**src/assert_macros.svh**
```systemverilog
// Assertion macros used by the order queue RTL.
`ifndef ASSERT_MACROS_SVH
`define ASSERT_MACROS_SVH

// Property that must hold at every clock edge outside reset.
`define ASSERT_ALWAYS(label, clk, rst_n, prop, msg) \
    label: assert property (@(posedge clk) disable iff (!rst_n) (prop)) else $error(msg);

// Antecedent in this cycle implies consequent in the next cycle.
`define ASSERT_NEXT(label, clk, rst_n, ante, cons, msg) \
    label: assert property (@(posedge clk) disable iff (!rst_n) (ante) |=> (cons)) \
        else $error(msg);

`endif

```
**src/eoq_pkg.sv**
```systemverilog
// Constants and types of the elevator order queue.
package eoq_pkg;

    localparam int FLOORS     = 4;
    localparam int KINDS      = 3;
    localparam int SLOTS      = 12;

    localparam int LATCH_BITS = KINDS * FLOORS;
    localparam int FLOOR_W    = $clog2(FLOORS);
    localparam int FLOOR_CW   = (FLOOR_W > 2) ? FLOOR_W : 2;
    localparam int KIND_W     = 2;
    localparam int SLOT_AW    = $clog2(SLOTS);
    localparam int SLOT_CW    = $clog2(SLOTS + 1);
    localparam int BIT_IW     = $clog2(LATCH_BITS);
    localparam int BIT_CW     = $clog2(LATCH_BITS + 1);

    localparam logic [KIND_W-1:0] KIND_CAB = 2'd2;

    localparam logic [2:0] FUNC_CLEAR_ALL   = 3'd0;
    localparam logic [2:0] FUNC_SCAN        = 3'd1;
    localparam logic [2:0] FUNC_POP         = 3'd2;
    localparam logic [2:0] FUNC_CLEAR_FLOOR = 3'd3;
    localparam logic [2:0] FUNC_QUERY       = 3'd4;

    typedef struct packed {
        logic [KIND_W-1:0]  kind;
        logic [FLOOR_W-1:0] floor;
    } order_t;

    typedef struct packed {
        logic floor_eq;
        logic kind_eq;
        logic kind_cab;
    } cmp_t;

endpackage

```
**src/elevator_order_queue.sv**
```systemverilog
// Elevator order queue: circular order memory, button latch and order in service.
// Steps: clear all goes straight to the result; pop reads the head entry; query and clear
// floor read and evaluate each stored order in turn; scan checks each latched bit, then a
// read and a compare per stored order and an append if no duplicate is found.
// Throughput: one request in flight; the next is taken once the result is registered, and
// a held result (m_ready low) stalls the sequencer. Reset (sync, aresetn low): all empty.
`include "assert_macros.svh"

module elevator_order_queue (
    input  logic        aclk,
    input  logic        aresetn,
    input  logic        s_valid,
    output logic        s_ready,
    input  logic [2:0]  s_func,
    input  logic [1:0]  s_floor_sel,
    input  logic        s_travel_dir,
    input  logic [11:0] s_pressed_mask,
    output logic        m_valid,
    input  logic        m_ready,
    output logic        m_floor_hit,
    output logic        m_serving_valid,
    output logic [1:0]  m_serving_button,
    output logic [1:0]  m_serving_floor
);

    // Sequencer states.
    localparam logic [2:0] ST_IDLE = 3'd0;  // wait for a request
    localparam logic [2:0] ST_BIT  = 3'd1;  // scan: look at one latch bit
    localparam logic [2:0] ST_RD   = 3'd2;  // read queue entry idx, or finish the sweep
    localparam logic [2:0] ST_EV   = 3'd3;  // evaluate the entry just read
    localparam logic [2:0] ST_DONE = 3'd4;  // hand the result to the output register

    logic [2:0]                        state_reg, state_next;
    logic [2:0]                        func_reg, func_next;
    logic [1:0]                        floor_sel_reg, floor_sel_next;
    logic                              dir_reg, dir_next;
    logic                              hit_reg, hit_next;

    // Queue bookkeeping: head position in the ring and number of stored orders.
    logic [eoq_pkg::SLOT_AW-1:0]       head_reg, head_next;
    logic [eoq_pkg::SLOT_CW-1:0]       count_reg, count_next;
    logic [eoq_pkg::SLOT_CW-1:0]       idx_reg, idx_next;     // read position in a sweep
    logic [eoq_pkg::SLOT_CW-1:0]       wr_ptr_reg, wr_ptr_next; // compaction write position

    logic [eoq_pkg::LATCH_BITS-1:0]    latch_reg, latch_next;

    // Scan walk: bit index plus its kind and floor, stepped together.
    logic [eoq_pkg::BIT_CW-1:0]        bit_reg, bit_next;
    logic [eoq_pkg::KIND_W-1:0]        kind_cnt_reg, kind_cnt_next;
    logic [eoq_pkg::FLOOR_W-1:0]       floor_cnt_reg, floor_cnt_next;

    logic                              serving_en_reg, serving_en_next;
    eoq_pkg::order_t                   serving_reg, serving_next;

    logic                              m_valid_reg, m_valid_next;
    logic                              out_hit_reg, out_hit_next;
    logic                              out_sv_reg, out_sv_next;
    logic [1:0]                        out_btn_reg, out_btn_next;
    logic [1:0]                        out_flr_reg, out_flr_next;

    // Order memory, one port: read or write at mem_addr each cycle.
    eoq_pkg::order_t                   mem [eoq_pkg::SLOTS];
    eoq_pkg::order_t                   rd_data_reg;
    logic                              mem_rd_en;
    logic                              mem_wr_en;
    eoq_pkg::order_t                   mem_wr_data;
    logic [eoq_pkg::SLOT_AW-1:0]       mem_addr;

    // Ring address unit and the shared order comparator.
    logic [eoq_pkg::SLOT_CW-1:0]       offset;
    logic [eoq_pkg::SLOT_CW:0]         addr_sum;
    eoq_pkg::order_t                   cmp_src;
    logic [eoq_pkg::FLOOR_CW-1:0]      tgt_floor;
    logic [eoq_pkg::KIND_W-1:0]        tgt_kind;
    eoq_pkg::cmp_t                     cmp;

    logic [eoq_pkg::LATCH_BITS-1:0]    floor_bits;
    logic                              bit_adv;
    logic                              s_floor_ok;

    assign s_ready          = (state_reg == ST_IDLE);
    assign m_valid          = m_valid_reg;
    assign m_floor_hit      = out_hit_reg;
    assign m_serving_valid  = out_sv_reg;
    assign m_serving_button = out_btn_reg;
    assign m_serving_floor  = out_flr_reg;

    // Compaction writes use the write pointer, everything else the read index.
    assign offset   = (state_reg == ST_EV) ? wr_ptr_reg : idx_reg;
    assign addr_sum = (eoq_pkg::SLOT_CW + 1)'(head_reg) + (eoq_pkg::SLOT_CW + 1)'(offset);

    always_comb begin
        if (addr_sum >= (eoq_pkg::SLOT_CW + 1)'(eoq_pkg::SLOTS)) begin
            mem_addr = eoq_pkg::SLOT_AW'(addr_sum - (eoq_pkg::SLOT_CW + 1)'(eoq_pkg::SLOTS));
        end else begin
            mem_addr = eoq_pkg::SLOT_AW'(addr_sum);
        end
    end

    // Comparator: against the order in service while scanning a bit, else the read entry.
    assign cmp_src   = (state_reg == ST_BIT) ? serving_reg : rd_data_reg;
    assign tgt_floor = (func_reg == eoq_pkg::FUNC_SCAN) ? eoq_pkg::FLOOR_CW'(floor_cnt_reg)
                                                        : eoq_pkg::FLOOR_CW'(floor_sel_reg);
    assign tgt_kind  = (func_reg == eoq_pkg::FUNC_QUERY) ? {1'b0, dir_reg} : kind_cnt_reg;

    assign cmp.floor_eq = (eoq_pkg::FLOOR_CW'(cmp_src.floor) == tgt_floor);
    assign cmp.kind_eq  = (cmp_src.kind == tgt_kind);
    assign cmp.kind_cab = (cmp_src.kind == eoq_pkg::KIND_CAB);

    // Latch bits of the selected floor, one per kind.
    always_comb begin
        for (int i = 0; i < eoq_pkg::LATCH_BITS; i++) begin
            floor_bits[i] = (eoq_pkg::FLOOR_CW'(i % eoq_pkg::FLOORS) ==
                             eoq_pkg::FLOOR_CW'(floor_sel_reg));
        end
    end

    assign s_floor_ok = (32'(s_floor_sel) < 32'(eoq_pkg::FLOORS));

    always_comb begin
        state_next      = state_reg;
        func_next       = func_reg;
        floor_sel_next  = floor_sel_reg;
        dir_next        = dir_reg;
        hit_next        = hit_reg;
        head_next       = head_reg;
        count_next      = count_reg;
        idx_next        = idx_reg;
        wr_ptr_next     = wr_ptr_reg;
        latch_next      = latch_reg;
        bit_next        = bit_reg;
        kind_cnt_next   = kind_cnt_reg;
        floor_cnt_next  = floor_cnt_reg;
        serving_en_next = serving_en_reg;
        serving_next    = serving_reg;
        m_valid_next    = m_valid_reg;
        out_hit_next    = out_hit_reg;
        out_sv_next     = out_sv_reg;
        out_btn_next    = out_btn_reg;
        out_flr_next    = out_flr_reg;
        mem_rd_en       = 1'b0;
        mem_wr_en       = 1'b0;
        mem_wr_data     = rd_data_reg;
        bit_adv         = 1'b0;

        if (m_valid_reg && m_ready) begin
            m_valid_next = 1'b0;
        end

        unique case (state_reg)
            ST_IDLE: begin
                if (s_valid) begin
                    func_next      = s_func;
                    floor_sel_next = s_floor_sel;
                    dir_next       = s_travel_dir;
                    hit_next       = 1'b0;
                    idx_next       = '0;
                    wr_ptr_next    = '0;
                    bit_next       = '0;
                    kind_cnt_next  = '0;
                    floor_cnt_next = '0;
                    unique case (s_func)
                        eoq_pkg::FUNC_CLEAR_ALL: begin
                            count_next = '0;
                            latch_next = '0;
                            state_next = ST_DONE;
                        end
                        eoq_pkg::FUNC_SCAN: begin
                            latch_next = latch_reg | eoq_pkg::LATCH_BITS'(s_pressed_mask);
                            state_next = ST_BIT;
                        end
                        eoq_pkg::FUNC_POP: begin
                            if (count_reg == '0) begin
                                serving_en_next = 1'b0;
                                state_next      = ST_DONE;
                            end else begin
                                state_next = ST_RD;
                            end
                        end
                        eoq_pkg::FUNC_CLEAR_FLOOR: begin
                            state_next = s_floor_ok ? ST_RD : ST_DONE;
                        end
                        eoq_pkg::FUNC_QUERY: begin
                            state_next = ST_RD;
                        end
                        default: begin
                            state_next = ST_DONE;
                        end
                    endcase
                end
            end

            ST_BIT: begin
                if (bit_reg == eoq_pkg::BIT_CW'(eoq_pkg::LATCH_BITS)) begin
                    state_next = ST_DONE;
                end else if (latch_reg[bit_reg[eoq_pkg::BIT_IW-1:0]] &&
                             !(serving_en_reg && cmp.floor_eq && cmp.kind_eq)) begin
                    idx_next   = '0;
                    state_next = ST_RD;
                end else begin
                    bit_adv = 1'b1;
                end
            end

            ST_RD: begin
                if (idx_reg == count_reg) begin
                    // End of the sweep over stored orders.
                    priority case (func_reg)
                        eoq_pkg::FUNC_SCAN: begin
                            // No duplicate: append if there is room, else drop.
                            if (count_reg < eoq_pkg::SLOT_CW'(eoq_pkg::SLOTS)) begin
                                mem_wr_en        = 1'b1;
                                mem_wr_data.kind = kind_cnt_reg;
                                mem_wr_data.floor = floor_cnt_reg;
                                count_next       = count_reg + eoq_pkg::SLOT_CW'(1);
                            end
                            bit_adv = 1'b1;
                        end
                        eoq_pkg::FUNC_CLEAR_FLOOR: begin
                            count_next = wr_ptr_reg;
                            latch_next = latch_reg & ~floor_bits;
                            state_next = ST_DONE;
                        end
                        default: begin
                            state_next = ST_DONE;
                        end
                    endcase
                end else begin
                    mem_rd_en  = 1'b1;
                    state_next = ST_EV;
                end
            end

            ST_EV: begin
                priority case (func_reg)
                    eoq_pkg::FUNC_POP: begin
                        serving_next    = rd_data_reg;
                        serving_en_next = 1'b1;
                        head_next       = (head_reg == eoq_pkg::SLOT_AW'(eoq_pkg::SLOTS - 1))
                                          ? '0 : head_reg + eoq_pkg::SLOT_AW'(1);
                        count_next      = count_reg - eoq_pkg::SLOT_CW'(1);
                        state_next      = ST_DONE;
                    end
                    eoq_pkg::FUNC_SCAN: begin
                        if (cmp.floor_eq && cmp.kind_eq) begin
                            bit_adv = 1'b1;  // already queued
                        end else begin
                            idx_next   = idx_reg + eoq_pkg::SLOT_CW'(1);
                            state_next = ST_RD;
                        end
                    end
                    eoq_pkg::FUNC_CLEAR_FLOOR: begin
                        // Keep orders of other floors, packed toward the head.
                        if (!cmp.floor_eq) begin
                            mem_wr_en   = 1'b1;
                            wr_ptr_next = wr_ptr_reg + eoq_pkg::SLOT_CW'(1);
                        end
                        idx_next   = idx_reg + eoq_pkg::SLOT_CW'(1);
                        state_next = ST_RD;
                    end
                    eoq_pkg::FUNC_QUERY: begin
                        if (cmp.floor_eq && (cmp.kind_eq || cmp.kind_cab)) begin
                            hit_next = 1'b1;
                        end
                        idx_next   = idx_reg + eoq_pkg::SLOT_CW'(1);
                        state_next = ST_RD;
                    end
                    default: begin
                        state_next = ST_DONE;
                    end
                endcase
            end

            ST_DONE: begin
                if (!m_valid_reg || m_ready) begin
                    m_valid_next = 1'b1;
                    out_hit_next = hit_reg;
                    out_sv_next  = serving_en_reg;
                    out_btn_next = serving_en_reg ? serving_reg.kind : 2'd0;
                    out_flr_next = serving_en_reg ? 2'(serving_reg.floor) : 2'd0;
                    state_next   = ST_IDLE;
                end
            end

            default: begin
                state_next = ST_IDLE;
            end
        endcase

        // Step to the next latch bit, kind-major and floor-minor.
        if (bit_adv) begin
            bit_next   = bit_reg + eoq_pkg::BIT_CW'(1);
            state_next = ST_BIT;
            if (floor_cnt_reg == eoq_pkg::FLOOR_W'(eoq_pkg::FLOORS - 1)) begin
                floor_cnt_next = '0;
                kind_cnt_next  = kind_cnt_reg + eoq_pkg::KIND_W'(1);
            end else begin
                floor_cnt_next = floor_cnt_reg + eoq_pkg::FLOOR_W'(1);
            end
        end
    end

    always_ff @(posedge aclk) begin
        if (mem_wr_en) begin
            mem[mem_addr] <= mem_wr_data;
        end
        if (mem_rd_en) begin
            rd_data_reg <= mem[mem_addr];
        end
    end

    always_ff @(posedge aclk) begin
        if (!aresetn) begin
            state_reg      <= ST_IDLE;
            head_reg       <= '0;
            count_reg      <= '0;
            latch_reg      <= '0;
            serving_en_reg <= 1'b0;
            m_valid_reg    <= 1'b0;
        end else begin
            state_reg      <= state_next;
            head_reg       <= head_next;
            count_reg      <= count_next;
            latch_reg      <= latch_next;
            serving_en_reg <= serving_en_next;
            m_valid_reg    <= m_valid_next;
        end
    end

    always_ff @(posedge aclk) begin
        func_reg      <= func_next;
        floor_sel_reg <= floor_sel_next;
        dir_reg       <= dir_next;
        hit_reg       <= hit_next;
        idx_reg       <= idx_next;
        wr_ptr_reg    <= wr_ptr_next;
        bit_reg       <= bit_next;
        kind_cnt_reg  <= kind_cnt_next;
        floor_cnt_reg <= floor_cnt_next;
        serving_reg   <= serving_next;
        out_hit_reg   <= out_hit_next;
        out_sv_reg    <= out_sv_next;
        out_btn_reg   <= out_btn_next;
        out_flr_reg   <= out_flr_next;
    end

    `ASSERT_ALWAYS(a_count_range, aclk, aresetn, count_reg <= eoq_pkg::SLOT_CW'(eoq_pkg::SLOTS), "order count above queue depth")
    `ASSERT_ALWAYS(a_head_range, aclk, aresetn, head_reg < eoq_pkg::SLOT_AW'(eoq_pkg::SLOTS), "head outside ring")
    `ASSERT_ALWAYS(a_compact_order, aclk, aresetn, !(state_reg == ST_EV && func_reg == eoq_pkg::FUNC_CLEAR_FLOOR) || (wr_ptr_reg <= idx_reg), "compaction write passes read")
    `ASSERT_NEXT(a_done_hold, aclk, aresetn, state_reg == ST_DONE && m_valid_reg && !m_ready, state_reg == ST_DONE, "result overwritten before taken")

endmodule

```
**config.mk**
```make
export PLATFORM = sky130hd
export DESIGN_NAME = elevator_order_queue
export DESIGN_NICKNAME = d
export VERILOG_FILES = /design/src/eoq_pkg.sv /design/src/elevator_order_queue.sv
export VERILOG_INCLUDE_DIRS = /design/src /design/src/src
export SDC_FILE = /design/constraint.sdc
export NUM_CORES = 1
export LEC_CHECK = 0
export ABC_AREA = 1
export BUFFER_PORTS_ARGS = -buffer_cell sky130_fd_sc_hd__clkbuf_2
export CAP_MARGIN = 20
export CORE_MARGIN = 4
export CORE_UTILIZATION = 60
export CTS_CLUSTER_SIZE = 20
export DETAILED_ROUTE_END_ITERATION = 7
export PLACE_DENSITY_LB_ADDON = 0.05
export SLEW_MARGIN = 25
export SYNTH_ARGS = -nofsm -noshare
export SYNTH_HDL_FRONTEND = slang
export SYNTH_SLANG_ARGS = --single-unit
```
**constraint.sdc**
```tcl
create_clock -name aclk -period 9.6 [get_ports aclk]
set_input_delay 1.44 -clock aclk [delete_from_list [all_inputs] [get_ports aclk]]
set_output_delay 1.44 -clock aclk [all_outputs]
set_load 0.03 [all_outputs]
```
==> impl_results.md, run 1 <==
* Result of the run: completed
* Highest fanout seen on the critical path at 18
* Switching share of power at 45.5%
* Required time of the critical path at 9.66 ns
* Wire per inst at 15.8 um
* Die span in y at 106 um
* Slew of the pin with the lowest slew margin at 0.930 ns
* Seq/Total Area, Yosys at 52.9%
* Switching power at about 850 uW
* Post-synthesis register bit count at 110
* Starting density of the core at 61.7%
* Total of cells resized after clock tree synthesis at 0
* Number of global-route vias before repair at 4,341
* Via count at 4,396
* Number of antenna violations at the first check in global routing at 0
* Worst path slowest cell: dfxtp_1
* Max Clock Skew at 0.0193 ns
* 1st-pass router iterations at 4
* Chip Width at roughly 110 um
* Share of the synthesized area in the top cell type at 43.5%
* Accumulated negative setup slack at 0 ns
* Global route overflow at 0
* Setup violations, final at 0
* Reg clk slew, reported paths at 0.12 ns
* Dominant cells by area after synthesis: edfxtp_1, nand2_1, dfxtp_1, inv_1, o21ai_0
* Ratio of routed vias to standard cells at between 5 and 6
* Maximum achievable frequency at 0.207 GHz
* Number of failing hold endpoints at the final stage at 0
* Number of hold buffers added after cts at 0
* Synth Flop Type: edfxtp_1
* Gate power share at 44.0%
* Clk Latency, worst-skew pair at 0.39 ns
* Category of the critical setup timing path: reg2reg
* Overall die area at 11,200 sq um
* GR Util met3 at 4.10%
* TritonCTS clock tree: built
* Total setup buffers inserted after CTS at 0
* Internal power of the cells at 1010 uW
* Setup repair after global routing missed its margin: no
* Pwr dens at 300 nW/um^2
* Num CTS Buffers at 9
* Layout overhead on the synthesized area at 8.19%
* Net total in the final layout at between 700 and 800
* Root cell of the clock tree: clkbuf_8
* Met2 capacity usage during global routing at 40.1%
* Cell count after synthesis at around 630
* Total number of placement rows at 35
* Peak per-stage delay on the critical path at 0.62 ns
* Period utilization at 50.4%
* Total wire length at between 10 and 15 mm
* Post-synth EDFFs at 83
* Top cell family by delay on the critical path: simple AND/OR/NAND/NOR gates
* Avg Cell Area, Syn at 9.05 sq um
* Busiest metal layer after global routing: met2
* Max reg flops at 48
* Setup WS post-layout at 4.76 ns
* Syn. warnings at 0
* Share of total power in sequential cells at 40.7%
* Clk pwr share at around 15%
* Initial DRC count at 330
* CP cell instances: inv_1, nor3_4, inv_2, nor2_1, o21bai_1, inv_1, ha_1, fa_1, xnor2_1, inv_1, ha_1, a211oi_1, o21ai_0, nand2_1, nand2_1, inv_1, nand2_1, nor2_1
* Critical Path Sink Type: flip-flop
* Setup crit start kind: flip-flop
* Worst setup slack before clock tree synthesis at 4.89 ns
* Unique masters post-synth at 45
* Htree depth at 3
* Largest net degree at the start of global routing at 23
* Maximum clock insertion buffer count at 2
* Last weighted congestion value of the routability-driven placer at 0.937
* Post-Synthesis Cell Area at 5730 sq um
* Proportion of layout cells with a drive suffix above 1 at between 10 and 15%
* Number of clock sinks at 110
* Shortest clock period the worst path allows after layout at 4.84 ns
* HPWL Detailed at 9.48 mm
* Worst slew margin at 37.7%
* Core box area at 9280 sq um
* Global Route Usage Sum at 23.3%
* Max-cap check violation count at 0
* Top-Level Pins at 30
* Count of nets left with antenna violations after detail routing at 0
* Max-slew violation count at 0
* CP bufs+invs at 5
* Fraction of synthesis flops using an asynchronous set or reset pin at 0%
* Total instance count after detailed placement at approximately 780
* Path type of the worst min-delay path: reg2reg
* Total DRC errors in the routed layout at 0
* Number of inserted diodes at 0
* Finished Layout Cells at 798
* Met1 track demand over resource at 28.3%
* I/O Buffers at 29
* Worst vdd ir at 137 uV
* Post-synth net total at 670
* Arrival time at the worst endpoint at 4.89 ns
* Critical path's most frequent cell: inv_1
* Leakage power at around 0.0026 uW
* Global-route wire length before repair at roughly 21 mm
* Most area-hungry cell type in the Yosys netlist: edfxtp_1
==> path summary, 6_finish.rpt <==
check | from | end | slack, ns | depth (start not counted)
max | state_reg[0] | mem[9][0] | 4.76 | 18
min reg2reg | hit_reg | m_floor_hit | 0.45 | 0
max reg2reg | state_reg[0] | mem[9][0] | 4.76 | 18
min | hit_reg | m_floor_hit | 0.45 | 0
==> final cells by class <==
cell class | instances | area [sq um]
multi-input combinational | 419 | 2280
fill | 792 | 3090
clock buffer | 9 | 124
sequential | 110 | 3030
timing repair buffer | 33 | 175
clock inverter | 7 | 83.8
inverter | 91 | 344
tap | 129 | 161
==> cells in the mapped netlist (2+ instances only) <==
cell and instances:
dfxtp_1 27, nand4_1 10, a22o_1 2, a21oi_1 36, o221ai_1 2, xor2_1 7, nand3b_1 4, nor2_2 4
nand2_2 11, o21ai_0 41, a221oi_1 4, o31ai_1 4, nor3_1 5, nand2_4 3, edfxtp_1 83, inv_2 8
ha_1 14, a211oi_1 4, buf_2 3, a31oi_1 2, xnor2_1 5, nor2_1 47, clkbuf_1 6, nand2_1 147
a22oi_1 9, inv_1 82, buf_6 3, nor2_4 5, nand3_2 3, nand3_1 37
==> per-layer routing <==
metal	vias to the layer above	wire (um)
met4	0	527
met3	38	731
met1	2025	5240
met5	-	0
li1	2190	-
met2	143	6120
==> power by group through the flow <==
stage | Combinational (uW) | Clock [uW] | Sequential [uW]
6_report | 820 | 285 | 757
3_3_place_gp | 793 | 0 | 763
2_1_floorplan | 632 | 0 | 737
4_1_cts | 816 | 289 | 754
3_5_place_dp | 811 | 0 | 765
5_1_grt | 925 | 313 | 770
==> placed cells by master (no fill, tap or decap), types with 14 or more instances in the layout <==
| cell | count |
|---|---|
| nand2_1 | 147 |
| edfxtp_1 | 83 |
| inv_1 | 82 |
| nor2_1 | 47 |
| o21ai_0 | 41 |
| nand3_1 | 37 |
| a21oi_1 | 36 |
| clkbuf_2 | 29 |
| dfxtp_1 | 27 |
| ha_1 | 14 |
==> per-stage QoR <==
stage	total power, uW	hold slack (ns)	cell area, sq um	utilization, %
CTS	1860	0.452	6200	66.8
detailed placement	1580	0.434	5990	64.5
finish	1860	0.451	6200	66.8
floorplan	1370	0.400	5730	-
global placement	1560	0.432	5990	64.5
global route	2010	0.454	6200	66.8
==> kinds of logic after synthesis <==
group | after synthesis | synth area share (%)
compound gates | 110 | 11.5
flops | 110 | 52.9
buf+inv | 104 | 7.32
simple gates | 282 | 23.0
fa+ha+maj | 15 | 3.41
xor+xnor | 12 | 1.83
Note: power is estimated with default switching activity, not from simulation.
==> run 2, diff against run 1 <==
==> constraint.sdc (replaced) <==
create_clock -name aclk -period 4.8 [get_ports aclk]
set_input_delay 0.72 -clock aclk [delete_from_list [all_inputs] [get_ports aclk]]
set_output_delay 0.72 -clock aclk [all_outputs]
set_load 0.03 [all_outputs]
==> run 2 against run 1 <==
Effect of this change:
- non-clock buffer count increased by 3
- sequential power rose by 99%
- wire length shrank 4.0%
- maximum frequency is 15% higher
- design area grew 0.57%
- register-to-register slack got worse by 4.2 ns
- largest power group unchanged
- clock power increased by 110%
- worst hold slack better by 0.0085 ns
- largest cell class unchanged
- critical path depth fell by 2
- clock skew fell by 0.0054 ns
- final cell count grew 0.38%
- combinational power is 99% higher
==> impl_results.md, run 2 (synthesized netlist as in run 1, its figures left out) <==
* Core box area at 9280 sq um (unchanged)
* Leakage power at 0.00264 uW (was 0.00262 uW)
* Last weighted congestion value of the routability-driven placer at 0.936 (was 0.937)
* CP cell instances: inv_1, nor3_4, inv_2, buf_4, o21ai_0, ha_1, nand3_1, nand3_1, xor2_1, inv_1, ha_1, a211oi_1, nand2_1, o21ai_2, nand2_1, nor2_1 (was inv_1, nor3_4, inv_2, nor2_1, o21bai_1, inv_1, ha_1, fa_1, xnor2_1, inv_1, ha_1, a211oi_1, o21ai_0, nand2_1, nand2_1, inv_1, nand2_1, nor2_1)
* Maximum achievable frequency at 0.237 GHz (was 0.207 GHz)
* Total of cells resized after clock tree synthesis at 0 (unchanged)
* Global-route wire length before repair at 19.8 mm (was 20.6 mm)
* Slew of the pin with the lowest slew margin at 0.787 ns (was 0.930 ns)
* Setup repair after global routing missed its margin: no (unchanged)
* Result of the run: completed (unchanged)
* Worst vdd ir at 354 uV (was 137 uV)
* Die span in y at 106 um (unchanged)
* Number of inserted diodes at 0 (unchanged)
* Total number of placement rows at 35 (unchanged)
* Proportion of layout cells with a drive suffix above 1 at 14.1% (was 13.8%)
* Wire per inst at 15.1 um (was 15.8 um)
* HPWL Detailed at 9.23 mm (was 9.48 mm)
* Root cell of the clock tree: clkbuf_8 (unchanged)
* Via count at 4,371 (was 4,396)
* Worst slew margin at 47.2% (was 37.7%)
* Post-route total power at 3740 uW (was 1860 uW)
* Capture instance of the worst register-to-register path: mem[4][0] (was mem[9][0])
* Required time of the critical path at 4.87 ns (was 9.66 ns)
* Peak per-stage delay on the critical path at 0.63 ns (was 0.62 ns)
* Critical hold path startpoint: hit_reg (unchanged)
* Global route overflow at 0 (unchanged)
* Path type of the worst min-delay path: reg2reg (unchanged)
* Net total in the final layout at 704 (was 701)
* Launch point of the critical path: state_reg[0] (unchanged)
* Num CTS Buffers at 9 (unchanged)
* Layout overhead on the synthesized area at 8.80% (was 8.19%)
* 1st-pass router iterations at 5 (was 4)
* CP bufs+invs at 4 (was 5)
* Worst r2r path cells at 16 (was 18)
* Category of the critical setup timing path: reg2reg (unchanged)
* I/O Buffers at 29 (unchanged)
* Total DRC errors in the routed layout at 0 (unchanged)
* Maximum clock insertion buffer count at 2 (unchanged)
* Number of stages on the worst setup path at 16 (was 18)
* Setup violations, final at 0 (unchanged)
* Period utilization at 88.0% (was 50.4%)
* Largest net degree at the start of global routing at 25 (was 23)
* Highest fanout seen on the critical path at 17 (was 18)
* Leading cell types in the layout, fill and taps excluded: nand2_1, edfxtp_1, inv_1 (unchanged)
* Max-cap check violation count at 0 (unchanged)
* Count of nets left with antenna violations after detail routing at 0 (unchanged)
* Ratio of routed vias to standard cells at 5.46 (was 5.51)
* Chip Width at 106 um (unchanged)
* Accumulated negative setup slack at 0 ns (unchanged)
* Total setup buffers inserted after CTS at 0 (unchanged)
* Share of the core filled with cells at 67.1% (was 66.8%)
* Clk Latency, worst-skew pair at 0.39 ns (about the same)
* Startpoint of the worst register-to-register path: state_reg[0] (unchanged)
* Reg2reg setup slack at 0.58 ns (was 4.76 ns)
* Worst path slowest cell: dfxtp_1 (unchanged)
* Setup crit start kind: flip-flop (unchanged)
* TritonCTS clock tree: built (unchanged)
* Most common cell after layout, fill and taps aside: nand2_1 (unchanged)
* Arrival time at the worst endpoint at 4.30 ns (was 4.89 ns)
* Critical path destination: mem[4][0] (was mem[9][0])
* Shortest clock period the worst path allows after layout at 4.22 ns (was 4.84 ns)
* Max Clock Skew at 0.0139 ns (was 0.0193 ns)
* Number of global-route vias before repair at 4,229 (was 4,341)
* Top cell family by delay on the critical path: simple AND/OR/NAND/NOR gates (unchanged)
* Reg clk slew, reported paths at 0.12 ns (about the same)
* Initial DRC count at 271 (was 330)
* FILL cells at 772 (was 792)
* Number of clock sinks at 110 (unchanged)
* Critical Path Sink Type: flip-flop (unchanged)
* Max-slew violation count at 0 (unchanged)
* Global Route Usage Sum at 22.6% (was 23.3%)
* Overall die area at 11,200 sq um (unchanged)
* Number of antenna violations at the first check in global routing at 0 (unchanged)
* Htree depth at 3 (unchanged)
* Number of hold buffers added after cts at 0 (unchanged)
* Max reg flops at 48 (unchanged)
* Total wire length at 12.1 mm (was 12.6 mm)
* Starting density of the core at 61.7% (unchanged)
* Top-Level Pins at 30 (unchanged)
* Pwr dens at 599 nW/um^2 (was 300 nW/um^2)
* Number of failing hold endpoints at the final stage at 0 (unchanged)
==> run 2: changes by cell type in the layout (fill, tap and decap cells not counted) <==
cell / before / now
clkinv_8: 2 / 1
buf_4: 4 / 7
inv_8: 3 / 2
inv_12: 0 / 3
inv_6: 0 / 1
clkinv_4: 2 / 0
==> run 2: report_power, final <==
group	leakage (uW)	internal [uW]	switching [uW]	total, uW
sequential	0.000989	1310	205	1510
combinational	0.00154	513	1120	1630
clock	0.000110	223	368	591
total	0.00264	2050	1690	3740
==> run 2: layer usage <==
| layer | track usage [%] | share of wire [%] |
|---|---|---|
| met4 | 8.14 | 2.5 |
| met2 | 39.6 | 50 |
| met1 | 27.4 | 42 |
| met3 | 4.90 | 6.1 |
| met5 | 0 | 0 |
==> run 2: through the flow <==
| step | setup WS (ns) | hold slack [ns] | cell area (sq um) | std cells |
|---|---|---|---|---|
| 2_1_floorplan | 1.04 | 0.400 | 5730 | 633 |
| 3_3_place_gp | 0.799 | 0.412 | 6010 | 785 |
| 3_5_place_dp | 0.625 | 0.437 | 6010 | 785 |
| 4_1_cts | 0.609 | 0.460 | 6230 | 801 |
| 5_1_grt | 0.185 | 0.475 | 6230 | 801 |
| 6_report | 0.577 | 0.459 | 6230 | 801 |
==> run 2: worst min path at each step <==
stage	endpoint	slack, ns	cells past startpoint
6_report	m_floor_hit	0.46	0
5_1_grt	floor_sel_reg[1]	0.48	1
4_1_cts	latch_reg[3]	0.46	2
3_5_place_dp	m_floor_hit	0.44	0
3_3_place_gp	m_floor_hit	0.41	0
2_1_floorplan	m_floor_hit	0.40	0
==> run 2: final cells by class <==
cell class	count	area [sq um]	area share, %
inverters	91	344	5.52
clock buffers	9	124	1.99
flip-flops and latches	110	3030	48.7
multi-input cells	419	2280	36.5
well taps	129	161	2.59
repair buffers	36	198	3.17
clock inverters	7	96.3	1.55
